===== src/sv/ercu_pkg.sv =====
package ercu_pkg;

    localparam int FLOORS_DEF = 16;
    localparam int FLOOR_W    = 5;
    localparam int QDEPTH     = 5;
    localparam int QCNT_W     = 3;

    typedef enum logic [1:0] {
        MODE_PRESS,
        MODE_REACHED,
        MODE_APPEARS,
        MODE_STOPPED
    } t_mode;

    // DIR_CABIN only arrives with a button press; the car never moves that way
    typedef enum logic [1:0] {
        DIR_STOP,
        DIR_UP,
        DIR_DOWN,
        DIR_CABIN
    } t_dir;

    typedef enum logic [1:0] {
        BTN_UP,
        BTN_DOWN,
        BTN_CABIN
    } t_btn;

    typedef enum logic [1:0] {
        KIND_NEW,
        KIND_UNPRESS,
        KIND_STAY,
        KIND_OUT
    } t_kind;

    typedef enum logic [1:0] {
        CAR_OUT,
        CAR_FIND,
        CAR_TGT,
        CAR_APPEAR
    } t_car;

    typedef enum logic [2:0] {
        SEQ_IDLE,
        SEQ_DECODE,
        SEQ_SCAN_P,
        SEQ_REACH_P,
        SEQ_SCAN_A,
        SEQ_EMIT
    } t_seq;

    typedef struct packed {
        logic load_event;
        logic press;
        logic reach_ev;
        logic reach_cur;
        logic appear;
        logic scan;
        logic scan_new;
        logic stop;
        logic pop;
    } t_dp_cmd;

    typedef struct packed {
        t_mode mode;
        logic  floor_ok;
        logic  car_tgt;
        logic  car_out;
        logic  q_empty;
        logic  out_free;
    } t_dp_stat;

endpackage


===== src/sv/ercu_ctrl.sv =====
module ercu_ctrl
    import ercu_pkg::*;
(
    input  logic     i_clk,
    input  logic     i_rst_n,
    input  logic     i_ev_valid,
    output logic     o_ev_ready,
    input  t_dp_stat i_stat,
    output t_dp_cmd  o_cmd
);

    t_seq r_seq;
    t_seq n_seq;

    always_ff @(posedge i_clk) begin
        if (!i_rst_n) begin
            r_seq <= SEQ_IDLE;
        end else begin
            r_seq <= n_seq;
        end
    end

    always_comb begin
        n_seq = r_seq;
        case (r_seq)
            SEQ_IDLE: begin
                if (i_ev_valid) n_seq = SEQ_DECODE;
            end
            SEQ_DECODE: begin
                case (i_stat.mode)
                    MODE_PRESS:   n_seq = i_stat.floor_ok ? SEQ_SCAN_P : SEQ_IDLE;
                    MODE_REACHED: n_seq = (i_stat.floor_ok && !i_stat.car_out) ?
                                          SEQ_EMIT : SEQ_IDLE;
                    MODE_APPEARS: n_seq = (i_stat.floor_ok && i_stat.car_tgt) ?
                                          SEQ_SCAN_A : SEQ_IDLE;
                    MODE_STOPPED: n_seq = i_stat.car_tgt ? SEQ_EMIT : SEQ_IDLE;
                    default:      n_seq = SEQ_IDLE;
                endcase
            end
            SEQ_SCAN_P:  n_seq = SEQ_REACH_P;
            SEQ_REACH_P: n_seq = SEQ_EMIT;
            SEQ_SCAN_A:  n_seq = SEQ_EMIT;
            SEQ_EMIT: begin
                if (i_stat.q_empty) n_seq = SEQ_IDLE;
            end
            default: n_seq = SEQ_IDLE;
        endcase
    end

    always_comb begin
        o_cmd      = '0;
        o_ev_ready = 1'b0;
        case (r_seq)
            SEQ_IDLE: begin
                o_ev_ready       = 1'b1;
                o_cmd.load_event = i_ev_valid;
            end
            SEQ_DECODE: begin
                o_cmd.press    = (i_stat.mode == MODE_PRESS) && i_stat.floor_ok;
                o_cmd.reach_ev = (i_stat.mode == MODE_REACHED) && i_stat.floor_ok &&
                                 !i_stat.car_out;
                o_cmd.appear   = (i_stat.mode == MODE_APPEARS) && i_stat.floor_ok &&
                                 i_stat.car_tgt;
                o_cmd.stop     = (i_stat.mode == MODE_STOPPED) && i_stat.car_tgt;
            end
            SEQ_SCAN_P: begin
                o_cmd.scan = 1'b1;
            end
            SEQ_REACH_P: begin
                o_cmd.reach_cur = 1'b1;
            end
            SEQ_SCAN_A: begin
                o_cmd.scan     = 1'b1;
                o_cmd.scan_new = 1'b1;
            end
            SEQ_EMIT: begin
                o_cmd.pop = !i_stat.q_empty && i_stat.out_free;
            end
            default: begin
                o_ev_ready = 1'b0;
            end
        endcase
    end

endmodule


===== src/sv/ercu_dp.sv =====
module ercu_dp
    import ercu_pkg::*;
#(
    parameter int FLOORS = FLOORS_DEF
) (
    input  logic               i_clk,
    input  logic               i_rst_n,
    input  t_dp_cmd            i_cmd,
    output t_dp_stat           o_stat,
    input  logic [1:0]         i_ev_mode,
    input  logic [FLOOR_W-1:0] i_ev_floor,
    input  logic [1:0]         i_ev_dir,
    input  logic               i_res_ready,
    output logic               o_res_valid,
    output logic [1:0]         o_res_kind,
    output logic [FLOOR_W-1:0] o_res_at,
    output logic [FLOOR_W-1:0] o_res_goal,
    output logic [1:0]         o_res_button,
    output logic               o_res_last
);

    localparam int IDX_W = (FLOORS > 1) ? $clog2(FLOORS) : 1;

    // latched event
    t_mode              r_ev_mode;
    logic [FLOOR_W-1:0] r_ev_floor;
    t_dir               r_ev_dir;

    // car state
    t_car               r_car,  n_car;
    logic [FLOOR_W-1:0] r_cur,  n_cur;
    logic [FLOOR_W-1:0] r_tgt,  n_tgt;
    t_dir               r_dir,  n_dir;
    logic [FLOORS-1:0]  r_up,   n_up;
    logic [FLOORS-1:0]  r_down, n_down;
    logic [FLOORS-1:0]  r_cab,  n_cab;

    // result queue and output register
    t_kind              r_q_kind [QDEPTH];
    t_btn               r_q_btn  [QDEPTH];
    t_kind              n_q_kind [QDEPTH];
    t_btn               n_q_btn  [QDEPTH];
    logic [QCNT_W-1:0]  r_q_cnt, n_q_cnt;

    logic               r_out_valid;
    t_kind              r_out_kind;
    t_btn               r_out_btn;
    logic [FLOOR_W-1:0] r_out_at;
    logic [FLOOR_W-1:0] r_out_goal;
    logic               r_out_last;

    t_dir               ev_dir_mv;
    logic               floor_ok;
    logic [FLOOR_W-1:0] rf;
    t_dir               rd;
    logic [FLOORS-1:0]  fb;
    logic [FLOORS-1:0]  req;
    logic [FLOORS-1:0]  le_mask;
    logic [FLOORS-1:0]  ge_mask;
    logic [IDX_W-1:0]   lo_idx;
    logic [IDX_W-1:0]   hi_idx;
    logic               found;
    t_dir               scan_dir;
    logic [FLOOR_W-1:0] scan_tgt;
    logic               hit_down;
    logic               hit_up;
    logic               hit_cab;
    logic               hit_tgt;
    logic [QCNT_W-1:0]  base;

    assign ev_dir_mv = (r_ev_dir == DIR_CABIN) ? DIR_STOP : r_ev_dir;
    assign floor_ok  = (r_ev_floor != '0) && (32'(r_ev_floor) <= 32'(FLOORS));

    // reach handling at the current floor after a press, else at the event floor
    assign rf = i_cmd.reach_cur ? r_cur : r_ev_floor;
    assign rd = i_cmd.reach_cur ? r_dir : ev_dir_mv;

    assign req = r_up | r_down | r_cab;

    always_comb begin
        for (int i = 0; i < FLOORS; i++) begin
            fb[i]      = (32'(rf) == 32'(i + 1));
            le_mask[i] = (32'(i) < 32'(r_cur));
            ge_mask[i] = (32'(i + 1) >= 32'(r_cur));
        end
    end

    always_comb begin
        lo_idx = '0;
        hi_idx = '0;
        for (int i = FLOORS - 1; i >= 0; i--) begin
            if (req[i]) lo_idx = IDX_W'(i);
        end
        for (int i = 0; i < FLOORS; i++) begin
            if (req[i]) hi_idx = IDX_W'(i);
        end
    end

    // the lowest request lies at or below the car whenever any does, and the
    // highest lies at or above it whenever any does
    always_comb begin
        found    = |req;
        scan_dir = r_dir;
        scan_tgt = r_tgt;
        if (r_dir == DIR_UP) begin
            if (|(req & ge_mask)) begin
                scan_dir = DIR_UP;
                scan_tgt = FLOOR_W'(32'(hi_idx) + 1);
            end else if (found) begin
                scan_dir = DIR_DOWN;
                scan_tgt = FLOOR_W'(32'(lo_idx) + 1);
            end
        end else begin
            if (|(req & le_mask)) begin
                scan_dir = DIR_DOWN;
                scan_tgt = FLOOR_W'(32'(lo_idx) + 1);
            end else if (found) begin
                scan_dir = DIR_UP;
                scan_tgt = FLOOR_W'(32'(hi_idx) + 1);
            end
        end
    end

    assign hit_down = (rd == DIR_DOWN) && |(r_down & fb);
    assign hit_up   = (rd == DIR_UP) && |(r_up & fb);
    assign hit_cab  = |(r_cab & fb);
    assign hit_tgt  = (rf == r_tgt);
    assign base     = i_cmd.reach_cur ? QCNT_W'(1) : QCNT_W'(0);

    always_comb begin
        n_car    = r_car;
        n_cur    = r_cur;
        n_tgt    = r_tgt;
        n_dir    = r_dir;
        n_up     = r_up;
        n_down   = r_down;
        n_cab    = r_cab;
        n_q_cnt  = r_q_cnt;
        n_q_kind = r_q_kind;
        n_q_btn  = r_q_btn;

        if (i_cmd.press) begin
            case (r_ev_dir)
                DIR_UP:    n_up   = r_up | fb;
                DIR_DOWN:  n_down = r_down | fb;
                DIR_CABIN: n_cab  = r_cab | fb;
                default:   n_cab  = r_cab;
            endcase
            n_car = CAR_FIND;
        end

        if (i_cmd.scan && found) begin
            n_dir = scan_dir;
            n_tgt = scan_tgt;
        end
        if (i_cmd.scan_new) begin
            n_q_kind[0] = KIND_NEW;
            n_q_btn[0]  = BTN_UP;
            n_q_cnt     = found ? QCNT_W'(1) : QCNT_W'(0);
        end

        if (i_cmd.appear) begin
            n_car = CAR_APPEAR;
            n_cur = r_ev_floor;
            n_dir = ev_dir_mv;
        end

        if (i_cmd.stop) begin
            n_car       = CAR_OUT;
            n_dir       = DIR_STOP;
            n_tgt       = r_cur;
            n_q_kind[0] = KIND_OUT;
            n_q_btn[0]  = BTN_UP;
            n_q_cnt     = QCNT_W'(1);
        end

        if (i_cmd.reach_ev || i_cmd.reach_cur) begin
            n_car = CAR_TGT;
            n_cur = rf;
            n_dir = rd;
            if (i_cmd.reach_cur) begin
                n_q_kind[0] = KIND_NEW;
                n_q_btn[0]  = BTN_UP;
            end
            n_q_cnt = base;
            if (hit_down) begin
                n_cab  = r_cab & ~fb;
                n_down = r_down & ~fb;
                n_q_kind[base]              = KIND_UNPRESS;
                n_q_btn[base]               = BTN_CABIN;
                n_q_kind[base + QCNT_W'(1)] = KIND_UNPRESS;
                n_q_btn[base + QCNT_W'(1)]  = BTN_DOWN;
                n_q_kind[base + QCNT_W'(2)] = KIND_STAY;
                n_q_btn[base + QCNT_W'(2)]  = BTN_UP;
                n_q_cnt                     = base + QCNT_W'(3);
            end else if (hit_up) begin
                n_cab = r_cab & ~fb;
                n_up  = r_up & ~fb;
                n_q_kind[base]              = KIND_UNPRESS;
                n_q_btn[base]               = BTN_CABIN;
                n_q_kind[base + QCNT_W'(1)] = KIND_UNPRESS;
                n_q_btn[base + QCNT_W'(1)]  = BTN_UP;
                n_q_kind[base + QCNT_W'(2)] = KIND_STAY;
                n_q_btn[base + QCNT_W'(2)]  = BTN_UP;
                n_q_cnt                     = base + QCNT_W'(3);
            end else if (hit_cab) begin
                n_cab = r_cab & ~fb;
                n_q_kind[base]              = KIND_UNPRESS;
                n_q_btn[base]               = BTN_CABIN;
                n_q_kind[base + QCNT_W'(1)] = KIND_STAY;
                n_q_btn[base + QCNT_W'(1)]  = BTN_UP;
                n_q_cnt                     = base + QCNT_W'(2);
            end else if (hit_tgt) begin
                n_cab  = r_cab & ~fb;
                n_down = r_down & ~fb;
                n_up   = r_up & ~fb;
                n_q_kind[base]              = KIND_UNPRESS;
                n_q_btn[base]               = BTN_CABIN;
                n_q_kind[base + QCNT_W'(1)] = KIND_UNPRESS;
                n_q_btn[base + QCNT_W'(1)]  = BTN_DOWN;
                n_q_kind[base + QCNT_W'(2)] = KIND_UNPRESS;
                n_q_btn[base + QCNT_W'(2)]  = BTN_UP;
                n_q_kind[base + QCNT_W'(3)] = KIND_STAY;
                n_q_btn[base + QCNT_W'(3)]  = BTN_UP;
                n_q_cnt                     = base + QCNT_W'(4);
            end
        end

        // advance the queue by one beat
        if (i_cmd.pop) begin
            for (int i = 0; i < QDEPTH - 1; i++) begin
                n_q_kind[i] = r_q_kind[i + 1];
                n_q_btn[i]  = r_q_btn[i + 1];
            end
            n_q_cnt = r_q_cnt - QCNT_W'(1);
        end
    end

    always_ff @(posedge i_clk) begin
        if (i_cmd.load_event) begin
            r_ev_mode  <= t_mode'(i_ev_mode);
            r_ev_floor <= i_ev_floor;
            r_ev_dir   <= t_dir'(i_ev_dir);
        end
        r_q_kind <= n_q_kind;
        r_q_btn  <= n_q_btn;
        if (i_cmd.pop) begin
            r_out_kind <= r_q_kind[0];
            r_out_btn  <= r_q_btn[0];
            r_out_at   <= r_cur;
            r_out_goal <= r_tgt;
            r_out_last <= (r_q_cnt == QCNT_W'(1));
        end
    end

    always_ff @(posedge i_clk) begin
        if (!i_rst_n) begin
            r_car       <= CAR_OUT;
            r_cur       <= FLOOR_W'(1);
            r_tgt       <= FLOOR_W'(1);
            r_dir       <= DIR_STOP;
            r_up        <= '0;
            r_down      <= '0;
            r_cab       <= '0;
            r_q_cnt     <= '0;
            r_out_valid <= 1'b0;
        end else begin
            r_car   <= n_car;
            r_cur   <= n_cur;
            r_tgt   <= n_tgt;
            r_dir   <= n_dir;
            r_up    <= n_up;
            r_down  <= n_down;
            r_cab   <= n_cab;
            r_q_cnt <= n_q_cnt;
            if (i_cmd.pop) begin
                r_out_valid <= 1'b1;
            end else if (i_res_ready) begin
                r_out_valid <= 1'b0;
            end
        end
    end

    assign o_stat.mode     = r_ev_mode;
    assign o_stat.floor_ok = floor_ok;
    assign o_stat.car_tgt  = (r_car == CAR_TGT);
    assign o_stat.car_out  = (r_car == CAR_OUT);
    assign o_stat.q_empty  = (r_q_cnt == '0);
    assign o_stat.out_free = !r_out_valid || i_res_ready;

    assign o_res_valid  = r_out_valid;
    assign o_res_kind   = r_out_kind;
    assign o_res_at     = r_out_at;
    assign o_res_goal   = r_out_goal;
    assign o_res_button = r_out_btn;
    assign o_res_last   = r_out_last;

`ifndef SYNTHESIS
    a_q_bound: assert property (@(posedge i_clk) disable iff (!i_rst_n)
        32'(r_q_cnt) <= 32'(QDEPTH))
        else $error("result queue overfilled");

    a_pop_nonempty: assert property (@(posedge i_clk) disable iff (!i_rst_n)
        i_cmd.pop |-> (r_q_cnt != '0) && (!r_out_valid || i_res_ready))
        else $error("pop without a result or without room");

    a_dir_moves: assert property (@(posedge i_clk) disable iff (!i_rst_n)
        r_dir != DIR_CABIN)
        else $error("car direction holds a button code");

    a_floors_nonzero: assert property (@(posedge i_clk) disable iff (!i_rst_n)
        (r_cur != '0) && (r_tgt != '0))
        else $error("car or target floor is zero");
`endif

endmodule


===== src/sv/elevator_request_controller_unit.sv =====
// Sequence: an accepted event is latched and decoded; a floor reached or stopped event
// then emits its results, a floor appearing rescans first, a button press scans, then reaches.
// Throughput: one event at a time, results one beat per cycle (up to five) unless the output
// stalls; the next event is accepted only once every result has left the queue, and an
// ignored event goes straight back to idle; each stalled result beat holds the sequence.
// Reset (synchronous, active low): car out of target at floor 1, no requests.
module elevator_request_controller_unit
    import ercu_pkg::*;
#(
    parameter int FLOORS = FLOORS_DEF
) (
    input  logic        i_clk,
    input  logic        i_rst_n,
    input  logic        s_axis_tvalid,
    output logic        s_axis_tready,
    input  logic [7:0]  s_axis_tdata,   // [4:0] floor, [6:5] direction, [7] zero
    input  logic [1:0]  s_axis_tuser,   // [1:0] mode
    output logic        m_axis_tvalid,
    input  logic        m_axis_tready,
    output logic [15:0] m_axis_tdata,   // [4:0] at_floor, [9:5] goal_floor,
                                        // [11:10] button, [15:12] zero
    output logic [1:0]  m_axis_tuser,   // [1:0] kind
    output logic        m_axis_tlast
);

    t_dp_cmd            cmd;
    t_dp_stat           stat;
    logic [FLOOR_W-1:0] res_at;
    logic [FLOOR_W-1:0] res_goal;
    logic [1:0]         res_button;

    ercu_ctrl u_ctrl (
        .i_clk      (i_clk),
        .i_rst_n    (i_rst_n),
        .i_ev_valid (s_axis_tvalid),
        .o_ev_ready (s_axis_tready),
        .i_stat     (stat),
        .o_cmd      (cmd)
    );

    ercu_dp #(
        .FLOORS (FLOORS)
    ) u_dp (
        .i_clk        (i_clk),
        .i_rst_n      (i_rst_n),
        .i_cmd        (cmd),
        .o_stat       (stat),
        .i_ev_mode    (s_axis_tuser),
        .i_ev_floor   (s_axis_tdata[4:0]),
        .i_ev_dir     (s_axis_tdata[6:5]),
        .i_res_ready  (m_axis_tready),
        .o_res_valid  (m_axis_tvalid),
        .o_res_kind   (m_axis_tuser),
        .o_res_at     (res_at),
        .o_res_goal   (res_goal),
        .o_res_button (res_button),
        .o_res_last   (m_axis_tlast)
    );

    assign m_axis_tdata = {4'b0000, res_button, res_goal, res_at};

endmodule

===== config.mk =====
export PLATFORM = sky130hd
export DESIGN_NAME = elevator_request_controller_unit
export DESIGN_NICKNAME = d
export VERILOG_FILES = /design/src/sv/ercu_pkg.sv /design/src/sv/ercu_ctrl.sv /design/src/sv/ercu_dp.sv /design/src/sv/elevator_request_controller_unit.sv
export SDC_FILE = /design/constraint.sdc
export NUM_CORES = 1
export LEC_CHECK = 0
export ABC_AREA = 0
export BUFFER_PORTS_ARGS = -buffer_cell sky130_fd_sc_hd__buf_2
export CORE_AREA = 10 10 144 146
export DETAILED_ROUTE_END_ITERATION = 6
export DIE_AREA = 0 0 154 156
export PLACE_DENSITY = 0.58
export SYNTH_ARGS = -nofsm -noshare
export SYNTH_HDL_FRONTEND = slang
export SYNTH_SLANG_ARGS = --single-unit

===== constraint.sdc =====
create_clock -name i_clk -period 3.5 [get_ports i_clk]
set_input_delay 0.175 -clock i_clk [delete_from_list [all_inputs] [get_ports i_clk]]
set_output_delay 0.175 -clock i_clk [all_outputs]
set_load 0.005 [all_outputs]

; ---- Yosys cells after proc, flatten, opt, wreduce, memory -nomap -nowiden
; Cells that the tools add are included.
[totals]
reg_bits = 113
latch_bits = 0
ramBits = 0
rom_bits = 0
input_bits = 14
output_inout_bits = 21
elab_cells = 350
mem_count = 0
[op_classes]
n_addsub = 7
multipliers = 0
n_div = 0
magnitude_cmp = 41
n_eq_ne = 37
shift = 0
muxes = 134
bitwise_logic = 49
n_reduce_logical = 53
[ops]
columns = op, count
row1 = $mux W16, 21
row2 = $and A16 B16 Y16, 8
row3 = $mux W10, 10
row4 = $mux W4, 24
row5 = $reduce_or A16 Y1, 6
row6 = $or A16 B16 Y16, 5
row7 = $mux W2, 31
row8 = $mux W3, 17
row9 = $mux W5, 10
row10 = $and A10 B10 Y10, 4
row11 = $and A5 B5 Y5, 8
row12 = $eq A5 B4 Y1 const B, 8
row13 = $ge A4 B5 Y1 const A, 8
row14 = $lt A4 B5 Y1 const A, 8
row15 = $or A5 B5 Y5, 8
row16 = $not A5 Y5, 7
row17 = $not A10 Y10, 3
row18 = $demux W2 S3, 4
row19 = $eq A5 B3 Y1 const B, 4
row20 = $ge A3 B5 Y1 const A, 4
row21 = $lt A3 B5 Y1 const A, 4
row22 = $reduce_bool A4 Y1, 5
row23 = $logic_and A1 B1 Y1, 17
row24 = $ge A4 B4 Y1 const B, 4
row25 = other kinds (43), 93

; ---- Depth between registers and ports, before layout
; Gate-level depths: netlist of the first run.
[depth]
ltp_word = 24
depth_mapped = 13
ltp_nobuf = 11

; ---- Cells and area by module
; Synthesis of the first run repeated with hierarchy kept, for this count alone.
[hier_totals]
cells_unflattened = 788
hier_area_um2 = 6746.5
[by_module_without_submodules]
columns = mod, n_inst, cells_per_inst, area_each_um2
row1 = ercu_dp, 1, 743, 6396.1
row2 = ercu_ctrl, 1, 40, 316.6
row3 = elevator_request_controller_unit, 1, 5, 33.8

; ---- Worst setup path after synthesis of the first run
; OpenSTA, ideal clock, no wires.
[synth_path]
path_type = register to register
startpoint = register u_dp.r_cur[4]
endpoint = register u_dp.r_q_kind[3] (netlist name), data pin
arrival_ns = 2.626
required_ns = 3.239
path_slack_ns = 0.613
path_stages_with_launch = 12
synth_period_minus_slack_ns = 2.887
path_cell_list = dfxtp_1 > nand4bb_1 > buf_4 > nor3_1 > or2_1 > and2_1 > a222oi_1 > a41o_4 > and2_4 > buf_6 > mux2_4 > a221o_1
[synth_lines]
columns = element, line
row1 = start: declaration, ercu_dp.sv:31  ; logic [FLOOR_W-1:0] r_cur, n_cur;
row2 = start signal: assignment, ercu_dp.sv:269  ; r_cur <= n_cur;
row3 = end signal: assignment, ercu_dp.sv:245  ; r_q_kind <= n_q_kind;
row4 = end: declaration, ercu_dp.sv:39  ; t_kind r_q_kind [QDEPTH];

==> flow_summary_export.csv, run 1 <==
group,metric,value,unit
run_status,status,"finished, final reports clean",
global_route,grt_start_max_net_pins,43,
synth,ys_ff_latch,113,
sta,finalSetupTns,0,ps
synth,ys.flop_type,"dfxtp_1",
cts,cts-root-buf,"clkbuf_16",
global_route,gr-usage-all-layers,19.9,%
critical_path,criticalPathCategory,"reg2reg",
cts,htreeDepth,4,
critical_path,crit_top_cell,"buf_4",
cells_and_area,layout.nets,945,
power_and_ir_drop,p_leak,3.25,nW
synth,avgSynthCellArea,8.23,um^2
cts,cts.sinks,113,
synth,netlist_area,0.00698,mm^2
critical_path,cp-end-kind,"flip-flop",
synth,synthArstFlopShare,0,%
power_and_ir_drop,power_density,409,mW/mm^2
synth,ys_types,91,
synth,synth_seq_area_share,38.1,%
floorplan,core_region_area,0.0178,mm^2
sta,whs,80.4,ps
sta,fin_worst_skew,10.2,ps
drt,first_iter_violations,604,
cts,cts_tree,"yes",
cells_and_area,syn_to_final_growth,20.9,%
sta,drv_slew,0,
cts,clk_latency,430,ps
global_route,grt_pass1_wl,38200,um
hold_path,hp-class,"in2reg",
synth,yosysMostFrequentCell,"nor2_1",
critical_path,start_kind,"flip-flop",
drt,viasPerCell,5.91,
place,dp_hpwl,18000,um
drt,wire_per_inst,20.6,um
cts,cts_max_path_buffers,2,
sta,finalCriticalPeriod,3270,ps
critical_path,slowest_delay,580,ps
power_and_ir_drop,ir_worst_vdd,363,uV
critical_path,path_buf_inv,3,
sta,fmax,305,MHz
cells_and_area,antennaDiodeCount,0,
floorplan,core.rowCount,49,
floorplan,fp.dieW,154,um
drt,ant_nets,0,
floorplan,io_pins,35,
sta,tightest_slew,1010,ps
synth,synth_edf_count,40,
global_route,grt_pass1_vias,6654,
sta,rsz0062_at_grt,"false",
sta,hold_viol,0,
sta,slew_headroom,32.5,%
critical_path,worstPathRequired,3680,ps
synth,synth_warnings,0,
synth,synth.top_cells.by_area,"dfxtp_1 21%, edfxtp_1 17%, o21ai_0 6.0%",
critical_path,crit_slowest_cell,"edfxtp_1",
critical_path,cp.arrival,3460,ps
cts,cts_setup_buffers,0,
drt,vias,6906,
drt,drcViolationCount,0,
critical_path,path_cells,"nand2b_1 > buf_4 > nor3_1 > or2_1 > and2_1 > a222oi_1 > buf_4 > a41o_4 > buf_4 > and3_1 > and2_1 > a221o_1",
cells_and_area,n_fill_cell,1717,
critical_path,cp_max_fo,10,
cells_and_area,drive_gt1_share,18.5,%
global_route,antenna_found_initial,0,
synth,syn_inst,848,
floorplan,start_util,39.1,%
cts,cts_inserted_buffers,17,
drt,dr.pass1.iters,5,
global_route,overflow,0,
synth,synth_top_area_share,20.9,%
floorplan,die_y,156,um
drt,wl,24100,um
place,io_buffers,29,
sta,fin_crit_sh,93.6,%
synth,ys_top_cells_by_count,"97 x nor2_1, 83 x o21ai_0, 73 x dfxtp_1",
synth,yosysTopAreaCell,"dfxtp_1",
cts,cts.clk_slew.worst_paths,60,ps
critical_path,crit_family,"simple AND/OR/NAND/NOR gates",
sta,setup_viol,0,
flow_run,cap_violations,0,
floorplan,dieArea,0.0240,mm^2
place,gp_congestion,0.990,
==> through the flow <==
step | setup slack [ps] | cells | total power, mW | area (um^2) | utilization (%)
after global placement | 173 | 1127 | 1.58 | 7700 | 43.2
after CTS | 177 | 1168 | 3.46 | 8430 | 47.2
final | 225 | 1168 | 3.45 | 8440 | 47.3
after floorplan | 613 | 851 | 1.52 | 6990 | -
after global routing | 49.3 | 1168 | 3.55 | 8440 | 47.3
after detailed placement | 159 | 1127 | 1.58 | 7700 | 43.2
==> layout by cell type, fill, tap and decap left out, types with 5 or more instances in the layout <==
master,Yosys,layout
clkbuf_16,0,18
o211ai_1,10,10
a221o_1,6,6
nand2b_1,16,16
xnor2_1,5,5
and2_1,9,9
a211oi_1,9,9
dfxtp_1,73,69
nor4_1,6,6
buf_4,9,76
and3_1,10,10
o21a_1,6,6
a22oi_1,7,7
inv_1,29,29
nand2_1,70,70
a21oi_1,56,56
nor3_1,37,36
nand3b_1,5,5
buf_2,14,29
o21ai_0,83,83
a31oi_1,21,21
a22o_1,9,9
dlygate4sd3_1,0,9
ha_1,5,5
or2_2,5,5
nor2_1,97,97
mux2i_1,5,5
a21boi_0,7,7
o2111ai_1,5,5
edfxtp_1,40,40
nand3_1,21,21
or3_1,19,19
nor2b_1,8,8
==> path summary, 6_finish.rpt <==
path	startpoint	to	slack, ps	depth (start not counted)
worst min register to register	u_dp.r_q_kind[8]$_DFF_P_	u_dp.o_res_kind[0]$_DFFE_PP_	440	0
worst min-delay path	m_axis_tready	u_dp.o_res_valid$_SDFFE_PN0P_	80	3
worst max register to register	u_dp.r_ev_floor[4]$_DFFE_PP_	u_dp.r_q_btn[4]$_DFFE_PP_	230	12
worst max-delay path	u_dp.r_ev_floor[4]$_DFFE_PP_	u_dp.r_q_btn[4]$_DFFE_PP_	230	12
==> flip-flops by register name (all words and copies together), names as in the netlist <==
register and count:
u_dp.r_car 2, u_dp.r_up 16, u_dp.r_q_cnt 3, u_dp.r_q_kind 10
u_dp.r_cur 5, u_dp.r_ev_mode 2, u_dp.r_down 16, u_dp.o_res_valid 1
u_dp.o_res_at 5, u_dp.r_tgt 5, u_dp.r_ev_dir 2, u_dp.r_ev_floor 5
u_dp.o_res_kind 2, u_ctrl.r_seq 3, u_dp.r_dir 2, u_dp.o_res_goal 5
u_dp.o_res_last 1, u_dp.r_cab 16, u_dp.r_q_btn 10, u_dp.o_res_button 2
==> cell families (layout without fill, tap and decap cells) <==
family          Yosys count  after routing  share of synthesized area, %
compound gates          283            283                          27.0
xor+xnor                  9              9                          1.13
fa+ha+maj                 6              6                          1.04
buf+inv                  89            177                          6.27
flops                   113            113                          38.1
mux                       7              7                          1.13
other cells               1              4                        0.0537
simple gates            340            340                          25.2
==> where the power goes <==
| part | switching [mW] | leakage (nW) | internal, mW |
|---|---|---|---|
| Sequential | 0.0254 | 0.936 | 1.38 |
| Combinational | 0.0959 | 2.00 | 0.0697 |
| Clock | 0.659 | 0.309 | 1.23 |
| Total | 0.780 | 3.25 | 2.67 |
==> tightest hold or removal path, cell delays in order <==
cell     delay [ps]
buf_2            70
nor2b_1          40
o21a_1          170
==> timing repair <==
item,in CTS,in global routing
gates resized for setup,0,6
endpoints found under the hold margin,9,0
hold buffers,9,0
setup endpoints to repair,0,2
==> final cells by class <==
cell class                      instances  area, um^2  area share, %
Clock buffer                           18         450           5.34
Clock inverter                         14         185           2.19
Inverter                               29         109           1.29
Multi-Input combinational cell        649        3900           46.2
Sequential cell                       113        2670           31.6
Tap cell                              229         287           3.39
Timing Repair Buffer                  116         846           10.0
==> per-layer routing <==
| metal | vias up | global-route usage (%) | part of all wire [%] | routed length (um) |
|---|---|---|---|---|
| met5 | - | 0 | 0 | 0 |
| met4 | 0 | 8.14 | 2.7 | 641 |
| met3 | 44 | 4.63 | 7.0 | 1680 |
| met2 | 291 | 29.8 | 44 | 10600 |
| met1 | 3272 | 27.0 | 46 | 11200 |
| li1 | 3299 | - | - | - |
No activity file was read; power rests on OpenSTA's default activity.
==> run 2: changes to the inputs <==
--- a/config.mk
+++ b/config.mk
@@ -7,10 +7,14 @@
 export LEC_CHECK = 0
 export ABC_AREA = 0
 export BUFFER_PORTS_ARGS = -buffer_cell sky130_fd_sc_hd__buf_2
-export CORE_AREA = 10 10 144 146
+export CELL_PAD_IN_SITES_DETAIL_PLACEMENT = 2
+export CELL_PAD_IN_SITES_GLOBAL_PLACEMENT = 2
+export CORE_AREA = 10 10 145 147
 export DETAILED_ROUTE_END_ITERATION = 6
-export DIE_AREA = 0 0 154 156
-export PLACE_DENSITY = 0.58
+export DIE_AREA = 0 0 155 157
+export PLACE_DENSITY = 0.81
+export RECOVER_POWER = 100
 export SYNTH_ARGS = -nofsm -noshare
 export SYNTH_HDL_FRONTEND = slang
+export SYNTH_HIERARCHICAL = 1
 export SYNTH_SLANG_ARGS = --single-unit
==> run 2 against run 1 <==
  * The flow now finishes with violations (negative setup slack)
  * Combinational power rose by 20%
  * Clock power decreased by 4%
  * Clock skew rose by 3.2 ps
  * Routed wire length is 26% higher
  * Fmax decreased by 8.6%
  * Design area decreased by 0.55%
  * Hold slack worse by 34 ps
  * Global-route usage up 4.2 points
  * Via count grew 3.7%
  * Final cell count fell by 4.3%
  * Critical endpoint is now u_dp/r_q_kind[5]$_DFFE_PP_
==> flow_summary_export.csv, run 2 <==
group,metric,value,unit
place,dp_hpwl,21000,um
run_status,violations,"negative setup slack",
drt,viasPerCell,6.41,
cells_and_area,fin_util,45.8,%
synth,synth_seq_area_share,39.5,%
global_route,gr-usage-all-layers,24.2,%
cts,cts_inserted_buffers,17,
synth,synth_edf_count,40,
power_and_ir_drop,power_density,405,mW/mm^2
cells_and_area,final_common_cell,"dfxtp_1",
cells_and_area,layout_common_cells,"73 x dfxtp_1, 70 x buf_4, 69 x nor2_1",
drt,vias,7162,
cts,cts.clk_slew.worst_paths,60,ps
global_route,antenna_found_initial,0,
drt,wire_per_inst,27.1,um
global_route,grt_pass1_wl,46300,um
critical_path,cp-end-kind,"flip-flop",
power_and_ir_drop,ir_worst_vdd,384,uV
synth,syn_inst,788,
sta,fin_worst_skew,13.4,ps
drt,first_iter_violations,530,
cts,cts-root-buf,"clkbuf_16",
drt,ant_nets,0,
hold_path,hold_end,"u_dp/o_res_valid$_SDFFE_PN0P_",
synth,synth_top_area_share,21.7,%
global_route,grt_start_max_net_pins,50,
critical_path,rr_endpoint,"u_dp/r_q_kind[5]$_DFFE_PP_",
power_and_ir_drop,p_leak,3.09,nW
sta,finalSetupTns,-551,ps
hold_path,hold_start,"m_axis_tready",
cells_and_area,layout.nets,890,
floorplan,core.rowCount,50,
critical_path,criticalPathCategory,"reg2reg",
place,dp_slack,-166,ps
sta,setup_ws,-84.1,ps
critical_path,r2r_cells,13,
sta,slew_headroom,40.3,%
floorplan,dieArea,0.0243,mm^2
critical_path,start_kind,"flip-flop",
global_route,grt_pass1_vias,7798,
sta,tightest_slew,892,ps
sta,finalCriticalPeriod,3580,ps
place,gp_congestion,0.942,
synth,netlist_area,0.00675,mm^2
run_status,status,"complete, but fails checks",
flow_run,cap_violations,0,
sta,fin_crit_sh,102,%
drt,wl,30300,um
cts,cts.sinks,113,
sta,setup_viol,13,
synth,synthArstFlopShare,0,%
drt,dr.pass1.iters,5,
cts,htreeDepth,4,
cts,cts_tree,"yes",
synth,avgSynthCellArea,8.56,um^2
critical_path,cp_max_fo,7,
synth,ys_types,94,
cells_and_area,n_fill_cell,1988,
cells_and_area,drive_gt1_share,20.1,%
floorplan,fp.dieW,155,um
synth,ys_ff_latch,113,
floorplan,io_pins,35,
synth,synth_warnings,6,
cts,clk_latency,430,ps
hold_path,hp-class,"in2reg",
synth,ys.flop_type,"dfxtp_1",
critical_path,worstPathRequired,3660,ps
hold_path,hold_depth,3,
synth,yosysTopAreaCell,"dfxtp_1",
sta,fmax,279,MHz
cells_and_area,antennaDiodeCount,0,
synth,ys_top_cells_by_count,"73 x dfxtp_1, 71 x nor2_1, 68 x a21oi_1",
synth,yosysMostFrequentCell,"dfxtp_1",
place,io_buffers,29,
sta,drv_slew,0,
critical_path,r2r_slack,-80,ps
sta,hold_viol,0,
critical_path,cp.arrival,3750,ps
cells_and_area,top_regs,"u_dp/r_cab x16, u_dp/r_down x16, u_dp/r_up x16",
floorplan,start_util,36.8,%
floorplan,die_y,157,um
cells_and_area,syn_to_final_growth,24.4,%
critical_path,reg2reg_from,"u_ctrl/r_seq[2]$_SDFFE_PN0P_",
synth,synth.top_cells.by_area,"dfxtp_1 22%, edfxtp_1 18%, a21oi_1 5.0%",
cts,cts_max_path_buffers,2,
power_and_ir_drop,total_power,3.40,mW
drt,drcViolationCount,0,
floorplan,core_region_area,0.0183,mm^2
sta,rsz0062_at_grt,"true",
global_route,overflow,0,
sta,whs,46.0,ps
run 2: layer usage:
metal / routed length, um / GRT usage (%)
met1: 12200 / 27.6
met2: 15300 / 42.8
met3: 1310 / 5.02
met4: 1530 / 10.2
met5: 0 / 0
run 2: repair_timing:
action                                 CTS  global route
pin swaps                                1             7
setup endpoints to repair               66            70
resized for setup                       17            37
endpoints found under the hold margin    9             0
setup buffers                            3             2
hold buffers                             9             0
gates cloned                             0             0
run 2: cell families (layout without fill, tap and decap cells):
family	count (synthesis)	after routing	synth area share, %
fa+ha+maj	7	7	1.22
compound gates	304	304	30.6
simple gates	252	252	19.2
buf+inv	86	179	5.95
flops	113	113	39.5
other cells	1	4	0.0556
mux	16	16	2.41
xor+xnor	9	9	1.17
run 2: area by class of cell:
type	count	area (um^2)	area share (%)
clock inverters	11	124	1.48
repair buffers	115	828	9.87
inverters	32	124	1.48
flip-flops and latches	113	2660	31.7
clock buffers	21	482	5.74
multi-input cells	592	3880	46.2
well taps	234	293	3.49
run 2: how the worst max path moves through the flow:
| stage | start | to | slack, ps | cells after the start |
|---|---|---|---|---|
| after global routing | u_ctrl/r_seq[2]$_SDFFE_PN0P_ | u_dp/r_q_kind[5]$_DFFE_PP_ | -160 | 12 |
| after floorplan | u_ctrl/r_seq[2]$_SDFFE_PN0P_ | u_dp/r_q_btn[4]$_DFFE_PP_ | 210 | 12 |
| after CTS | u_ctrl/r_seq[2]$_SDFFE_PN0P_ | u_dp/r_q_kind[4]$_DFFE_PP_ | -5 | 11 |
| after global placement | u_ctrl/r_seq[2]$_SDFFE_PN0P_ | u_dp/r_q_cnt[2]$_SDFFE_PN0P_ | -20 | 14 |
| after detailed placement | u_ctrl/r_seq[2]$_SDFFE_PN0P_ | u_dp/r_q_cnt[2]$_SDFFE_PN0P_ | -170 | 14 |
| final | u_ctrl/r_seq[2]$_SDFFE_PN0P_ | u_dp/r_q_kind[5]$_DFFE_PP_ | -80 | 13 |
run 2: metrics by stage:
step / instance area, um^2 / instances
6_report: 8390 / 1118
5_1_grt: 8390 / 1118
4_1_cts: 8280 / 1116
3_5_place_dp: 7480 / 1072
3_3_place_gp: 7480 / 1072
2_1_floorplan: 6760 / 791
run 2: critical path, cell delays in order (launching register included):
cell        delay (ps)
dfxtp_1            330
nand3b_1           200
clkinvlp_4         230
buf_4              200
and3b_1            190
buf_4              160
nor2_2             180
o22ai_1            200
a2111oi_4          590
a31oi_4            230
buf_4              200
o21ai_1            210
a21boi_0           300
o31ai_1            100
run 2: power by group:
group | switching, mW | internal [mW] | leakage [nW] | total, mW
Sequential | 0.0210 | 1.37 | 0.941 | 1.39
Clock | 0.677 | 1.13 | 0.300 | 1.81
Combinational | 0.122 | 0.0764 | 1.85 | 0.199
Total | 0.820 | 2.58 | 3.09 | 3.40
